$ cat src/rtl/core/dsr_pkg.sv
// Shared types, widths and codes for the difference std ratio block.
`timescale 1ns / 1ps

package dsr_pkg;

    // Field and state widths
    localparam int PRICE_W  = 24;
    localparam int CNT_W    = 13;
    localparam int VEL_W    = 25;
    localparam int ACCEL_W  = 26;
    localparam int VMAG_W   = 24;
    localparam int AMAG_W   = 25;
    localparam int VSUM_W   = 37;
    localparam int VSQ_W    = 61;
    localparam int ASUM_W   = 39;
    localparam int ASQ_W    = 63;
    localparam int RATIO_W  = 24;
    localparam int STAT_W   = 2;

    // Iterative unit widths
    localparam int ACC_W    = 100;
    localparam int MPLR_W   = 48;
    localparam int QUO_W    = 48;
    localparam int ROOT_W   = 24;
    localparam int STEP_W   = 6;
    localparam int FAC_W    = 2 * CNT_W;

    // Q8.16 result: squared ratio carries twice the fraction bits
    localparam int RATIO_FRAC = 16;
    localparam int SQ_FRAC    = 2 * RATIO_FRAC;
    localparam int DIV_PRE    = QUO_W - SQ_FRAC;

    // Parameter defaults
    localparam int DEF_MAX_SAMPLES = 4096;
    localparam int DEF_PRICE_BITS  = 24;
    localparam int MIN_SAMPLES     = 4;

    // Status codes
    localparam logic [STAT_W-1:0] STAT_OK    = 2'd0;
    localparam logic [STAT_W-1:0] STAT_SHORT = 2'd1;
    localparam logic [STAT_W-1:0] STAT_FLAT  = 2'd2;
    localparam logic [STAT_W-1:0] STAT_OVF   = 2'd3;

    // Iterative unit operations
    typedef enum logic [1:0] {
        OP_MUL,
        OP_DIV,
        OP_SQRT
    } t_op;

    typedef struct packed {
        logic               start;
        t_op                op;
        logic [STEP_W-1:0]  steps;
    } t_unit_ctl;

    // Sequencer states
    typedef enum logic [2:0] {
        ST_IDLE,
        ST_ISSUE,
        ST_WAIT,
        ST_FIN,
        ST_DONE
    } t_state;

    // Micro-operations run on the shared unit
    typedef enum logic [3:0] {
        U_SQV,
        U_SQA,
        U_M1S2,
        U_S1SQ,
        U_M2S4,
        U_S3SQ,
        U_F1,
        U_NF,
        U_F2,
        U_DF,
        U_DIV,
        U_SQRT
    } t_uop;

endpackage

$ cat src/rtl/core/diff_std_ratio_unit.sv
// Top level: running difference statistics and final std ratio sequencer.
`timescale 1ns / 1ps

// Takes one price series, one sample per transaction, and on the transaction
// with tlast returns one result: floor(sqrt(var(second diff) / var(first
// diff))) in unsigned Q8.16, saturated to 0xFFFFFF, with a status (ok, fewer
// than four samples, zero velocity spread, overflow). All arithmetic runs on
// one shared shift-add unit, one step per cycle. A missing sample or the first
// valid one needs no unit work; the second valid one runs one square (of the
// velocity), every later one two (velocity and acceleration). The item with
// tlast adds the final pass (eight multiplies, a 48-step divide and a 24-step
// square root); a short or overflowed series skips it, a flat one or a
// saturated ratio ends earlier than the full pass. The input is not ready
// while an item is being worked on. The result sits in an output register;
// the next series starts as soon as the result is handed over.
module diff_std_ratio_unit
    import dsr_pkg::*;
#(
    parameter int MAX_SAMPLES = DEF_MAX_SAMPLES,
    parameter int PRICE_BITS  = DEF_PRICE_BITS
) (
    input  logic                i_clk,
    input  logic                i_rst_n,
    // input stream
    input  logic                i_s_tvalid,
    output logic                o_s_tready,
    input  logic [23:0]         i_s_tdata,   // [23:0] price
    input  logic                i_s_tuser,   // [0] sample_valid
    input  logic                i_s_tlast,   // series_end
    // result stream
    output logic                o_m_tvalid,
    input  logic                i_m_tready,
    output logic [23:0]         o_m_tdata,   // [23:0] ratio
    output logic [1:0]          o_m_tuser    // [1:0] status
);

    localparam logic [PRICE_W-1:0] PRICE_MASK =
        PRICE_W'((25'd1 << PRICE_BITS) - 25'd1);
    localparam logic [CNT_W-1:0]   CNT_MAX = CNT_W'(MAX_SAMPLES);
    localparam int SH_V   = MPLR_W - PRICE_BITS;
    localparam int SH_A   = MPLR_W - PRICE_BITS - 1;
    localparam int SH_CNT = MPLR_W - CNT_W;
    localparam int SH_VS  = MPLR_W - VSUM_W;
    localparam int SH_AS  = MPLR_W - ASUM_W;
    localparam int SH_FAC = MPLR_W - FAC_W;

    // Series state
    logic [PRICE_W-1:0]         r_prev_price;
    logic signed [VEL_W-1:0]    r_prev_vel;
    logic [CNT_W-1:0]           r_count;
    logic signed [VSUM_W-1:0]   r_vel_sum;
    logic [VSQ_W-1:0]           r_vel_sq;
    logic signed [ASUM_W-1:0]   r_acc_sum;
    logic [ASQ_W-1:0]           r_acc_sq;
    logic                       r_ovf;
    logic                       r_last;

    // Sequencer
    t_state                     r_state, n_state;
    t_uop                       r_uop, n_uop;

    // Work registers
    logic [VMAG_W-1:0]          r_vmag;
    logic [AMAG_W-1:0]          r_amag;
    logic                       r_do_acc;
    logic [ACC_W-1:0]           r_t1;
    logic [ACC_W-1:0]           r_num;
    logic [ACC_W-1:0]           r_den;
    logic [FAC_W-1:0]           r_fac;
    logic [RATIO_W-1:0]         r_res_ratio;
    logic [STAT_W-1:0]          r_res_status;

    // Output register
    logic                       r_out_valid;
    logic [RATIO_W-1:0]         r_out_ratio;
    logic [STAT_W-1:0]          r_out_status;

    // Unit connections
    t_unit_ctl                  w_ctl;
    logic [ACC_W-1:0]           w_init;
    logic [ACC_W-1:0]           w_opnd;
    logic [MPLR_W-1:0]          w_mplr;
    logic                       w_done;
    logic [ACC_W-1:0]           w_acc;
    logic [QUO_W-1:0]           w_quo;

    logic                       s_acc;
    logic                       smp_take;
    logic                       out_free;
    logic                       flat_exit;
    logic                       sat_exit;
    logic [PRICE_W-1:0]         price;
    logic signed [VEL_W-1:0]    vel;
    logic signed [ACCEL_W-1:0]  accel;
    logic [VSUM_W-1:0]          vs_mag;
    logic [ASUM_W-1:0]          as_mag;
    logic [CNT_W-1:0]           m1;
    logic [CNT_W-1:0]           m2;

    dsr_iter_unit u_unit (
        .i_clk   (i_clk),
        .i_rst_n (i_rst_n),
        .i_ctl   (w_ctl),
        .i_init  (w_init),
        .i_opnd  (w_opnd),
        .i_mplr  (w_mplr),
        .o_done  (w_done),
        .o_acc   (w_acc),
        .o_quo   (w_quo)
    );

    // Sample differences and magnitudes
    always_comb begin
        price    = i_s_tdata & PRICE_MASK;
        vel      = $signed({1'b0, price}) - $signed({1'b0, r_prev_price});
        accel    = ACCEL_W'(vel) - ACCEL_W'(r_prev_vel);
        vs_mag   = r_vel_sum[VSUM_W-1] ? VSUM_W'(-r_vel_sum) : VSUM_W'(r_vel_sum);
        as_mag   = r_acc_sum[ASUM_W-1] ? ASUM_W'(-r_acc_sum) : ASUM_W'(r_acc_sum);
        m1       = r_count - CNT_W'(1);
        m2       = r_count - CNT_W'(2);
        smp_take = i_s_tuser && (r_count < CNT_MAX);
        out_free = !r_out_valid || i_m_tready;
        flat_exit = (r_uop == U_M2S4) && (r_den == '0);
        sat_exit  = (r_uop == U_DIV) && ((r_num >> DIV_PRE) >= r_den);
    end

    // Next state
    always_comb begin
        n_state = r_state;
        n_uop   = r_uop;
        unique case (r_state)
            ST_IDLE: begin
                if (i_s_tvalid) begin
                    if (smp_take && (r_count != '0)) begin
                        n_state = ST_ISSUE;
                        n_uop   = U_SQV;
                    end else if (i_s_tlast) begin
                        n_state = ST_FIN;
                    end
                end
            end
            ST_ISSUE: begin
                n_state = (flat_exit || sat_exit) ? ST_DONE : ST_WAIT;
            end
            ST_WAIT: begin
                if (w_done) begin
                    n_state = ST_ISSUE;
                    unique case (r_uop)
                        U_SQV: begin
                            if (r_do_acc) begin
                                n_uop = U_SQA;
                            end else begin
                                n_state = r_last ? ST_FIN : ST_IDLE;
                            end
                        end
                        U_SQA:  n_state = r_last ? ST_FIN : ST_IDLE;
                        U_M1S2: n_uop = U_S1SQ;
                        U_S1SQ: n_uop = U_M2S4;
                        U_M2S4: n_uop = U_S3SQ;
                        U_S3SQ: n_uop = U_F1;
                        U_F1:   n_uop = U_NF;
                        U_NF:   n_uop = U_F2;
                        U_F2:   n_uop = U_DF;
                        U_DF:   n_uop = U_DIV;
                        U_DIV:  n_uop = U_SQRT;
                        U_SQRT: n_state = ST_DONE;
                        default: n_state = ST_IDLE;
                    endcase
                end
            end
            ST_FIN: begin
                if (r_ovf || (r_count < CNT_W'(MIN_SAMPLES))) begin
                    n_state = ST_DONE;
                end else begin
                    n_state = ST_ISSUE;
                    n_uop   = U_M1S2;
                end
            end
            ST_DONE: begin
                if (out_free) begin
                    n_state = ST_IDLE;
                end
            end
            default: n_state = ST_IDLE;
        endcase
    end

    // Outputs and unit operands
    always_comb begin
        o_s_tready  = (r_state == ST_IDLE);
        w_ctl.start = (r_state == ST_ISSUE) && !flat_exit && !sat_exit;
        w_ctl.op    = OP_MUL;
        w_ctl.steps = STEP_W'(CNT_W);
        w_init      = '0;
        w_opnd      = '0;
        w_mplr      = '0;
        unique case (r_uop)
            U_SQV: begin
                w_opnd      = ACC_W'(r_vmag);
                w_mplr      = MPLR_W'(r_vmag) << SH_V;
                w_ctl.steps = STEP_W'(PRICE_BITS);
            end
            U_SQA: begin
                w_opnd      = ACC_W'(r_amag);
                w_mplr      = MPLR_W'(r_amag) << SH_A;
                w_ctl.steps = STEP_W'(PRICE_BITS + 1);
            end
            U_M1S2: begin
                w_opnd = ACC_W'(r_vel_sq);
                w_mplr = MPLR_W'(m1) << SH_CNT;
            end
            U_S1SQ: begin
                w_opnd      = ACC_W'(vs_mag);
                w_mplr      = MPLR_W'(vs_mag) << SH_VS;
                w_ctl.steps = STEP_W'(VSUM_W);
            end
            U_M2S4: begin
                w_opnd = ACC_W'(r_acc_sq);
                w_mplr = MPLR_W'(m2) << SH_CNT;
            end
            U_S3SQ: begin
                w_opnd      = ACC_W'(as_mag);
                w_mplr      = MPLR_W'(as_mag) << SH_AS;
                w_ctl.steps = STEP_W'(ASUM_W);
            end
            U_F1: begin
                w_opnd = ACC_W'(m1);
                w_mplr = MPLR_W'(m1 - CNT_W'(1)) << SH_CNT;
            end
            U_F2: begin
                w_opnd = ACC_W'(m2);
                w_mplr = MPLR_W'(m2 - CNT_W'(1)) << SH_CNT;
            end
            U_NF: begin
                w_opnd      = r_num;
                w_mplr      = MPLR_W'(r_fac) << SH_FAC;
                w_ctl.steps = STEP_W'(FAC_W);
            end
            U_DF: begin
                w_opnd      = r_den;
                w_mplr      = MPLR_W'(r_fac) << SH_FAC;
                w_ctl.steps = STEP_W'(FAC_W);
            end
            U_DIV: begin
                // numerator * 2^32 over denominator, top part preloaded
                w_ctl.op    = OP_DIV;
                w_init      = r_num >> DIV_PRE;
                w_opnd      = r_den;
                w_mplr      = {r_num[DIV_PRE-1:0], {SQ_FRAC{1'b0}}};
                w_ctl.steps = STEP_W'(QUO_W);
            end
            U_SQRT: begin
                w_ctl.op    = OP_SQRT;
                w_mplr      = r_t1[MPLR_W-1:0];
                w_ctl.steps = STEP_W'(ROOT_W);
            end
            default: begin
                w_ctl.op = OP_MUL;
            end
        endcase
    end

    // Control and series state
    always_ff @(posedge i_clk) begin
        if (!i_rst_n) begin
            r_state      <= ST_IDLE;
            r_uop        <= U_SQV;
            r_prev_price <= '0;
            r_prev_vel   <= '0;
            r_count      <= '0;
            r_vel_sum    <= '0;
            r_vel_sq     <= '0;
            r_acc_sum    <= '0;
            r_acc_sq     <= '0;
            r_ovf        <= 1'b0;
            r_last       <= 1'b0;
            r_out_valid  <= 1'b0;
        end else begin
            r_state <= n_state;
            r_uop   <= n_uop;

            // accepted sample: differences and plain sums
            if (s_acc) begin
                r_last <= i_s_tlast;
                if (i_s_tuser) begin
                    if (!smp_take) begin
                        r_ovf <= 1'b1;
                    end else begin
                        if (r_count != '0) begin
                            r_vel_sum  <= r_vel_sum + VSUM_W'(vel);
                            r_prev_vel <= vel;
                            if (r_count != CNT_W'(1)) begin
                                r_acc_sum <= r_acc_sum + ASUM_W'(accel);
                            end
                        end
                        r_prev_price <= price;
                        r_count      <= r_count + CNT_W'(1);
                    end
                end
            end

            // squares from the shared unit
            if ((r_state == ST_WAIT) && w_done) begin
                if (r_uop == U_SQV) begin
                    r_vel_sq <= r_vel_sq + w_acc[VSQ_W-1:0];
                end else if (r_uop == U_SQA) begin
                    r_acc_sq <= r_acc_sq + w_acc[ASQ_W-1:0];
                end
            end

            // hand over result and start a fresh series
            if ((r_state == ST_DONE) && out_free) begin
                r_out_valid  <= 1'b1;
                r_prev_price <= '0;
                r_prev_vel   <= '0;
                r_count      <= '0;
                r_vel_sum    <= '0;
                r_vel_sq     <= '0;
                r_acc_sum    <= '0;
                r_acc_sq     <= '0;
                r_ovf        <= 1'b0;
                r_last       <= 1'b0;
            end else if (r_out_valid && i_m_tready) begin
                r_out_valid <= 1'b0;
            end
        end
    end

    // Work registers and result payload
    always_ff @(posedge i_clk) begin
        if (s_acc) begin
            r_vmag   <= vel[VEL_W-1] ? VMAG_W'(-vel) : VMAG_W'(vel);
            r_amag   <= accel[ACCEL_W-1] ? AMAG_W'(-accel) : AMAG_W'(accel);
            r_do_acc <= (r_count >= CNT_W'(2));
        end

        if (r_state == ST_FIN) begin
            r_res_ratio  <= '0;
            r_res_status <= r_ovf ? STAT_OVF : STAT_SHORT;
        end

        if (r_state == ST_ISSUE) begin
            if (flat_exit) begin
                r_res_ratio  <= '0;
                r_res_status <= STAT_FLAT;
            end else if (sat_exit) begin
                r_res_ratio  <= '1;
                r_res_status <= STAT_OK;
            end
        end

        if ((r_state == ST_WAIT) && w_done) begin
            unique case (r_uop)
                U_M1S2, U_M2S4: r_t1 <= w_acc;
                U_S1SQ:         r_den <= r_t1 - w_acc;
                U_S3SQ:         r_num <= r_t1 - w_acc;
                U_F1, U_F2:     r_fac <= w_acc[FAC_W-1:0];
                U_NF:           r_num <= w_acc;
                U_DF:           r_den <= w_acc;
                U_DIV:          r_t1 <= ACC_W'(w_quo);
                U_SQRT: begin
                    r_res_ratio  <= w_quo[ROOT_W-1:0];
                    r_res_status <= STAT_OK;
                end
                default: ;
            endcase
        end

        if ((r_state == ST_DONE) && out_free) begin
            r_out_ratio  <= r_res_ratio;
            r_out_status <= r_res_status;
        end
    end

    assign s_acc      = i_s_tvalid && o_s_tready;
    assign o_m_tvalid = r_out_valid;
    assign o_m_tdata  = r_out_ratio;
    assign o_m_tuser  = r_out_status;

endmodule

$ cat src/rtl/core/dsr_iter_unit.sv
// Shared iterative unit: shift-add multiply, restoring divide and square root.
`timescale 1ns / 1ps

module dsr_iter_unit
    import dsr_pkg::*;
(
    input  logic                i_clk,
    input  logic                i_rst_n,
    input  t_unit_ctl           i_ctl,
    input  logic [ACC_W-1:0]    i_init,
    input  logic [ACC_W-1:0]    i_opnd,
    input  logic [MPLR_W-1:0]   i_mplr,
    output logic                o_done,
    output logic [ACC_W-1:0]    o_acc,
    output logic [QUO_W-1:0]    o_quo
);

    logic                r_busy;
    logic                r_done;
    logic [STEP_W-1:0]   r_cnt;
    t_op                 r_op;
    logic [ACC_W-1:0]    r_acc;
    logic [ACC_W-1:0]    r_opnd;
    logic [MPLR_W-1:0]   r_mplr;
    logic [QUO_W-1:0]    r_quo;

    logic [ACC_W-1:0]    lhs;
    logic [ACC_W-1:0]    addend;
    logic                cin;
    logic [ACC_W:0]      sum;
    logic                carry;

    // One wide adder serves all three operations
    always_comb begin
        unique case (r_op)
            OP_DIV: begin
                lhs    = {r_acc[ACC_W-2:0], r_mplr[MPLR_W-1]};
                addend = ~r_opnd;
                cin    = 1'b1;
            end
            OP_SQRT: begin
                // remainder takes two new bits, trial is 4*root + 1
                lhs    = {r_acc[ACC_W-3:0], r_mplr[MPLR_W-1 -: 2]};
                addend = ~ACC_W'({r_quo, 2'b01});
                cin    = 1'b1;
            end
            default: begin
                lhs    = {r_acc[ACC_W-2:0], 1'b0};
                addend = r_mplr[MPLR_W-1] ? r_opnd : '0;
                cin    = 1'b0;
            end
        endcase
        sum   = {1'b0, lhs} + {1'b0, addend} + (ACC_W+1)'(cin);
        carry = sum[ACC_W];
    end

    // Control
    always_ff @(posedge i_clk) begin
        if (!i_rst_n) begin
            r_busy <= 1'b0;
            r_done <= 1'b0;
            r_cnt  <= '0;
            r_op   <= OP_MUL;
        end else begin
            r_done <= 1'b0;
            if (i_ctl.start) begin
                r_busy <= 1'b1;
                r_cnt  <= i_ctl.steps;
                r_op   <= i_ctl.op;
            end else if (r_busy) begin
                r_cnt <= r_cnt - STEP_W'(1);
                if (r_cnt == STEP_W'(1)) begin
                    r_busy <= 1'b0;
                    r_done <= 1'b1;
                end
            end
        end
    end

    // Datapath
    always_ff @(posedge i_clk) begin
        if (i_ctl.start) begin
            r_acc  <= i_init;
            r_opnd <= i_opnd;
            r_mplr <= i_mplr;
            r_quo  <= '0;
        end else if (r_busy) begin
            unique case (r_op)
                OP_DIV: begin
                    // keep the shifted remainder when the trial fails
                    r_acc  <= carry ? sum[ACC_W-1:0] : lhs;
                    r_quo  <= {r_quo[QUO_W-2:0], carry};
                    r_mplr <= {r_mplr[MPLR_W-2:0], 1'b0};
                end
                OP_SQRT: begin
                    r_acc  <= carry ? sum[ACC_W-1:0] : lhs;
                    r_quo  <= {r_quo[QUO_W-2:0], carry};
                    r_mplr <= {r_mplr[MPLR_W-3:0], 2'b00};
                end
                default: begin
                    r_acc  <= sum[ACC_W-1:0];
                    r_mplr <= {r_mplr[MPLR_W-2:0], 1'b0};
                end
            endcase
        end
    end

    assign o_done = r_done;
    assign o_acc  = r_acc;
    assign o_quo  = r_quo;

endmodule
$ cat config.mk
export PLATFORM = sky130hd
export DESIGN_NAME = diff_std_ratio_unit
export DESIGN_NICKNAME = d
export VERILOG_FILES = /design/src/rtl/core/dsr_pkg.sv /design/src/rtl/core/diff_std_ratio_unit.sv /design/src/rtl/core/dsr_iter_unit.sv
export SDC_FILE = /design/constraint.sdc
export NUM_CORES = 2
export LEC_CHECK = 0
export BUFFER_PORTS_ARGS = -buffer_cell sky130_fd_sc_hd__buf_2
export CAP_MARGIN = 25
export CORE_ASPECT_RATIO = 1.75
export CORE_UTILIZATION = 25
export CTS_CLUSTER_SIZE = 24
export DETAILED_ROUTE_END_ITERATION = 8
export GPL_TIMING_DRIVEN = 0
export HOLD_SLACK_MARGIN = 0.06
export SYNTH_ARGS = -nofsm -noshare
export SYNTH_HDL_FRONTEND = slang
export SYNTH_SLANG_ARGS = --single-unit
$ cat constraint.sdc
create_clock -name i_clk -period 8.7 [get_ports i_clk]
set_input_delay 0.87 -clock i_clk [delete_from_list [all_inputs] [get_ports i_clk]]
set_output_delay 0.87 -clock i_clk [all_outputs]
set_load 0.01 [all_outputs]
==> impl_metrics.json <==
{
  "synthTopCellsByArea": "edfxtp_1 26%, dfxtp_1 9.7%, ha_1 9.3%",
  "synth_area_um2": 73700,
  "area_delta_synth_final_pct": 15.0,
  "grt_max_degree": 56,
  "netlist_instances": 8877,
  "clkTransAtPathRegs_ns": 0.07,
  "yosys.area_share.xor_xnor_pct": 6.49,
  "cpMaxStageDelayCell": "nor4_1",
  "grtUsageTotal_pct": 27.8,
  "use_met2_pct": 47.9,
  "tightest_slew_ns": 1.58,
  "setup_tns_ns": 0,
  "rsz0062_at_grt": "false",
  "status": "finished with violations",
  "h-tree-depth": 3,
  "yosys.area.top_type": "edfxtp_1",
  "slew_viol_final": 1,
  "antenna_found_initial": 65,
  "seq_area_frac_synth_pct": 36.1,
  "nFillCells": 31700,
  "ff2ff_path_depth": 25,
  "critPathMaxFanout": 10,
  "seqCellArea_um2": 26600,
  "fin_nets": 9757,
  "avgSynthCellArea_um2": 8.30,
  "via_per_inst": 5.65,
  "multi_input_area_um2": 44100,
  "routed_wl_mm": 418,
  "cts_buffer_depth": 3,
  "synthArstFlopShare_pct": 0,
  "r2r_end": "u_unit.o_acc[27]$_DFFE_PP_",
  "met3_usage_pct": 6.82,
  "path_class": "reg2reg",
  "start_util_pct": 25.1,
  "finClkSkew_ns": 0.0650,
  "place_area_um2": 80300,
  "cp.required_ns": 9.22,
  "met1_usage_pct": 24.6,
  "synth_top_family_by_area": "compound AO/OA/AOI/OAI gates",
  "busiest_layer": "met2",
  "synth_top_flop_cell": "edfxtp_1",
  "vias": 74300,
  "cap_viol_max_count": 0,
  "synth-simple-area-share_pct": 17.5,
  "synth-compound-area-share_pct": 25.1,
  "synth_mux_area_share_pct": 0.835,
  "irDropWorstVdd_v": 0.000213,
  "dr.pass1.iters": 9,
  "gr-total-overflow": 0,
  "place_hpwl_mm": 339,
  "grt_pass1_vias": 72200,
  "cts_tree": "yes",
  "post-synth-top-count-cell": "nand2_1",
  "slew_headroom_pct": -5.23,
  "cts_root_buf": "clkbuf_16",
  "violations": "slew limit",
  "crit_path_end": "u_unit.o_acc[27]$_DFFE_PP_",
  "yosys_warnings": 0,
  "drtAntennaViolNets": 0,
  "ios": 58,
  "hold_class": "in2reg",
  "crit_start": "u_unit.r_op[0]$_SDFFE_PN0P_",
  "numPortBuffers": 57,
  "setup_viol_count_final": 0,
  "start_kind": "register",
  "cp.arrival_ns": 9.17,
  "grt_pass1_wl_mm": 573,
  "synthAdderAreaFrac_pct": 9.56,
  "ys_ff_latch": 1006,
  "globalplace.congestion": 1.11,
  "drt_iter0_markers": 7067,
  "wl_per_cell_um": 31.8,
  "die_y_um": 720,
  "rows": 263,
  "leakage_nw": 32.4,
  "max_freq_mhz": 116,
  "synth_top_area_share_pct": 26.5,
  "die-area_um2": 297000,
  "critPathMaxStageDelay_ns": 0.56,
  "p_per_area_nw_per_um2": 276,
  "hold_viol": 0,
  "synth_nets": 9465,
  "crit-reg2reg-launch": "u_unit.r_op[0]$_SDFFE_PN0P_",
  "clkLatencyLatePin_ns": 0.84,
  "drc": 0,
  "fin_crit_sh_pct": 99.3,
  "core-area_um2": 293000,
  "end_kind": "register",
  "finalPower_w": 0.0234,
  "yosys-top-cells-count": "1,457 x nand2_1, 900 x a21oi_1, 791 x o21ai_0",
  "fin_area_um2": 84800,
  "fin_util_pct": 28.9,
  "ys_types": 94,
  "numCtsBuffers": 103,
  "die_x_um": 412,
  "post-cts-setup-buffers": 0,
  "r2r_setup_slack_ns": 0.06,
  "cts.sinks": 1006,
  "synth-edff-count": 650,
  "fin_crit_ns": 8.64,
  "layout-drive-gt1-share_pct": 5.33
}
-- power breakdown --
part           leakage, nW  switching [W]  internal, W  total (W)
Combinational         21.6        0.00752      0.00349     0.0110
Sequential            8.90        0.00109      0.00617    0.00726
Clock                 1.81        0.00235      0.00275    0.00511
-- flip-flops by register name (all words and copies together), names as in the netlist, 25 cells and up --
name	cells
u_unit.r_mplr	48
u_unit.r_opnd	100
r_vel_sq	61
r_amag	25
u_unit.o_acc	100
r_fac	26
r_acc_sq	63
r_acc_sum	39
r_t1	100
u_unit.o_quo	48
r_vel_sum	37
r_den	100
r_prev_vel	25
r_num	100
-- critical path: cells and delay by family, from the launching register on --
family / cells / cell delay [ns]
buffers and inverters: 9 / 2.58
AOI/OAI and AO/OA: 7 / 2.38
and+or+nand+nor: 7 / 2.16
adders and majority gates: 2 / 0.81
DFF: 1 / 0.34
-- cells in the final DEF (no fill, tap or decap), drive strengths merged, types with 85 or more instances in the layout --
| cell | n |
|---|---|
| xor2 | 245 |
| buf | 243 |
| a21o | 288 |
| nand3 | 205 |
| ha | 549 |
| clkbuf | 569 |
| nand4 | 126 |
| o21ai | 827 |
| nand2 | 1457 |
| edfxtp | 650 |
| nor3 | 103 |
| xnor2 | 301 |
| nor2 | 526 |
| a21oi | 900 |
| dfxtp | 356 |
| o211ai | 85 |
| inv | 387 |
-- final cells by class --
type	instances	area share, %
flip-flops and latches	1006	31.4
diodes	50	0.148
repair buffers	188	2.49
multi-input cells	7008	52.0
well taps	3842	5.67
clock inverters	56	0.911
plain buffers	484	2.21
clock buffers	140	3.45
inverters	378	1.67
-- metal layers --
metal  part of all wire, %  vias to the layer above
li1                      -                    33100
met3                   6.1                     1652
met2                    49                     3626
met1                    30                    35900
met4                    14                       24
met5                 0.042                        -
-- worst min path at each step --
stage,startpoint,to,slack (ns),cells after the start
2_1_floorplan,r_res_status[1]$_DFF_P_,o_m_tuser[1]$_DFFE_PP_,0.41,0
3_5_place_dp,r_res_ratio[8]$_DFF_P_,o_m_tdata[8]$_DFFE_PP_,0.42,0
3_3_place_gp,r_res_ratio[12]$_DFF_P_,o_m_tdata[12]$_DFFE_PP_,0.42,0
6_report,i_s_tdata[0],r_prev_price[0]$_SDFFE_PP0P_,0.29,3
4_1_cts,i_s_tdata[0],r_prev_price[0]$_SDFFE_PP0P_,0.30,3
5_1_grt,i_s_tdata[0],r_prev_price[0]$_SDFFE_PP0P_,0.31,3
-- stage by stage --
| stage | hold slack (ns) | cells | setup WS, ns |
|---|---|---|---|
| 2_1_floorplan | 0.408 | 8877 | 1.44 |
| 3_3_place_gp | 0.417 | 12800 | -5.96 |
| 3_5_place_dp | 0.417 | 12900 | -1.44 |
| 4_1_cts | 0.302 | 13100 | -0.00509 |
| 5_1_grt | 0.313 | 13100 | 0.0111 |
| 6_report | 0.295 | 13200 | 0.0585 |
-- what timing repair did --
action / 4_1_cts / 5_1_grt
setup endpoints to repair: 101 / 57
hold buffers: 0 / 0
gates resized for setup: 18 / 17
endpoints found under the hold margin: 0 / 0
-- logic make-up after synthesis --
| group | after synthesis |
|---|---|
| mux | 61 |
| flops | 1006 |
| simple gates | 2882 |
| xor+xnor | 546 |
| compound gates | 2961 |
| buf+inv | 863 |
| fa+ha+maj | 558 |
Note: power is estimated with default switching activity, not from simulation.
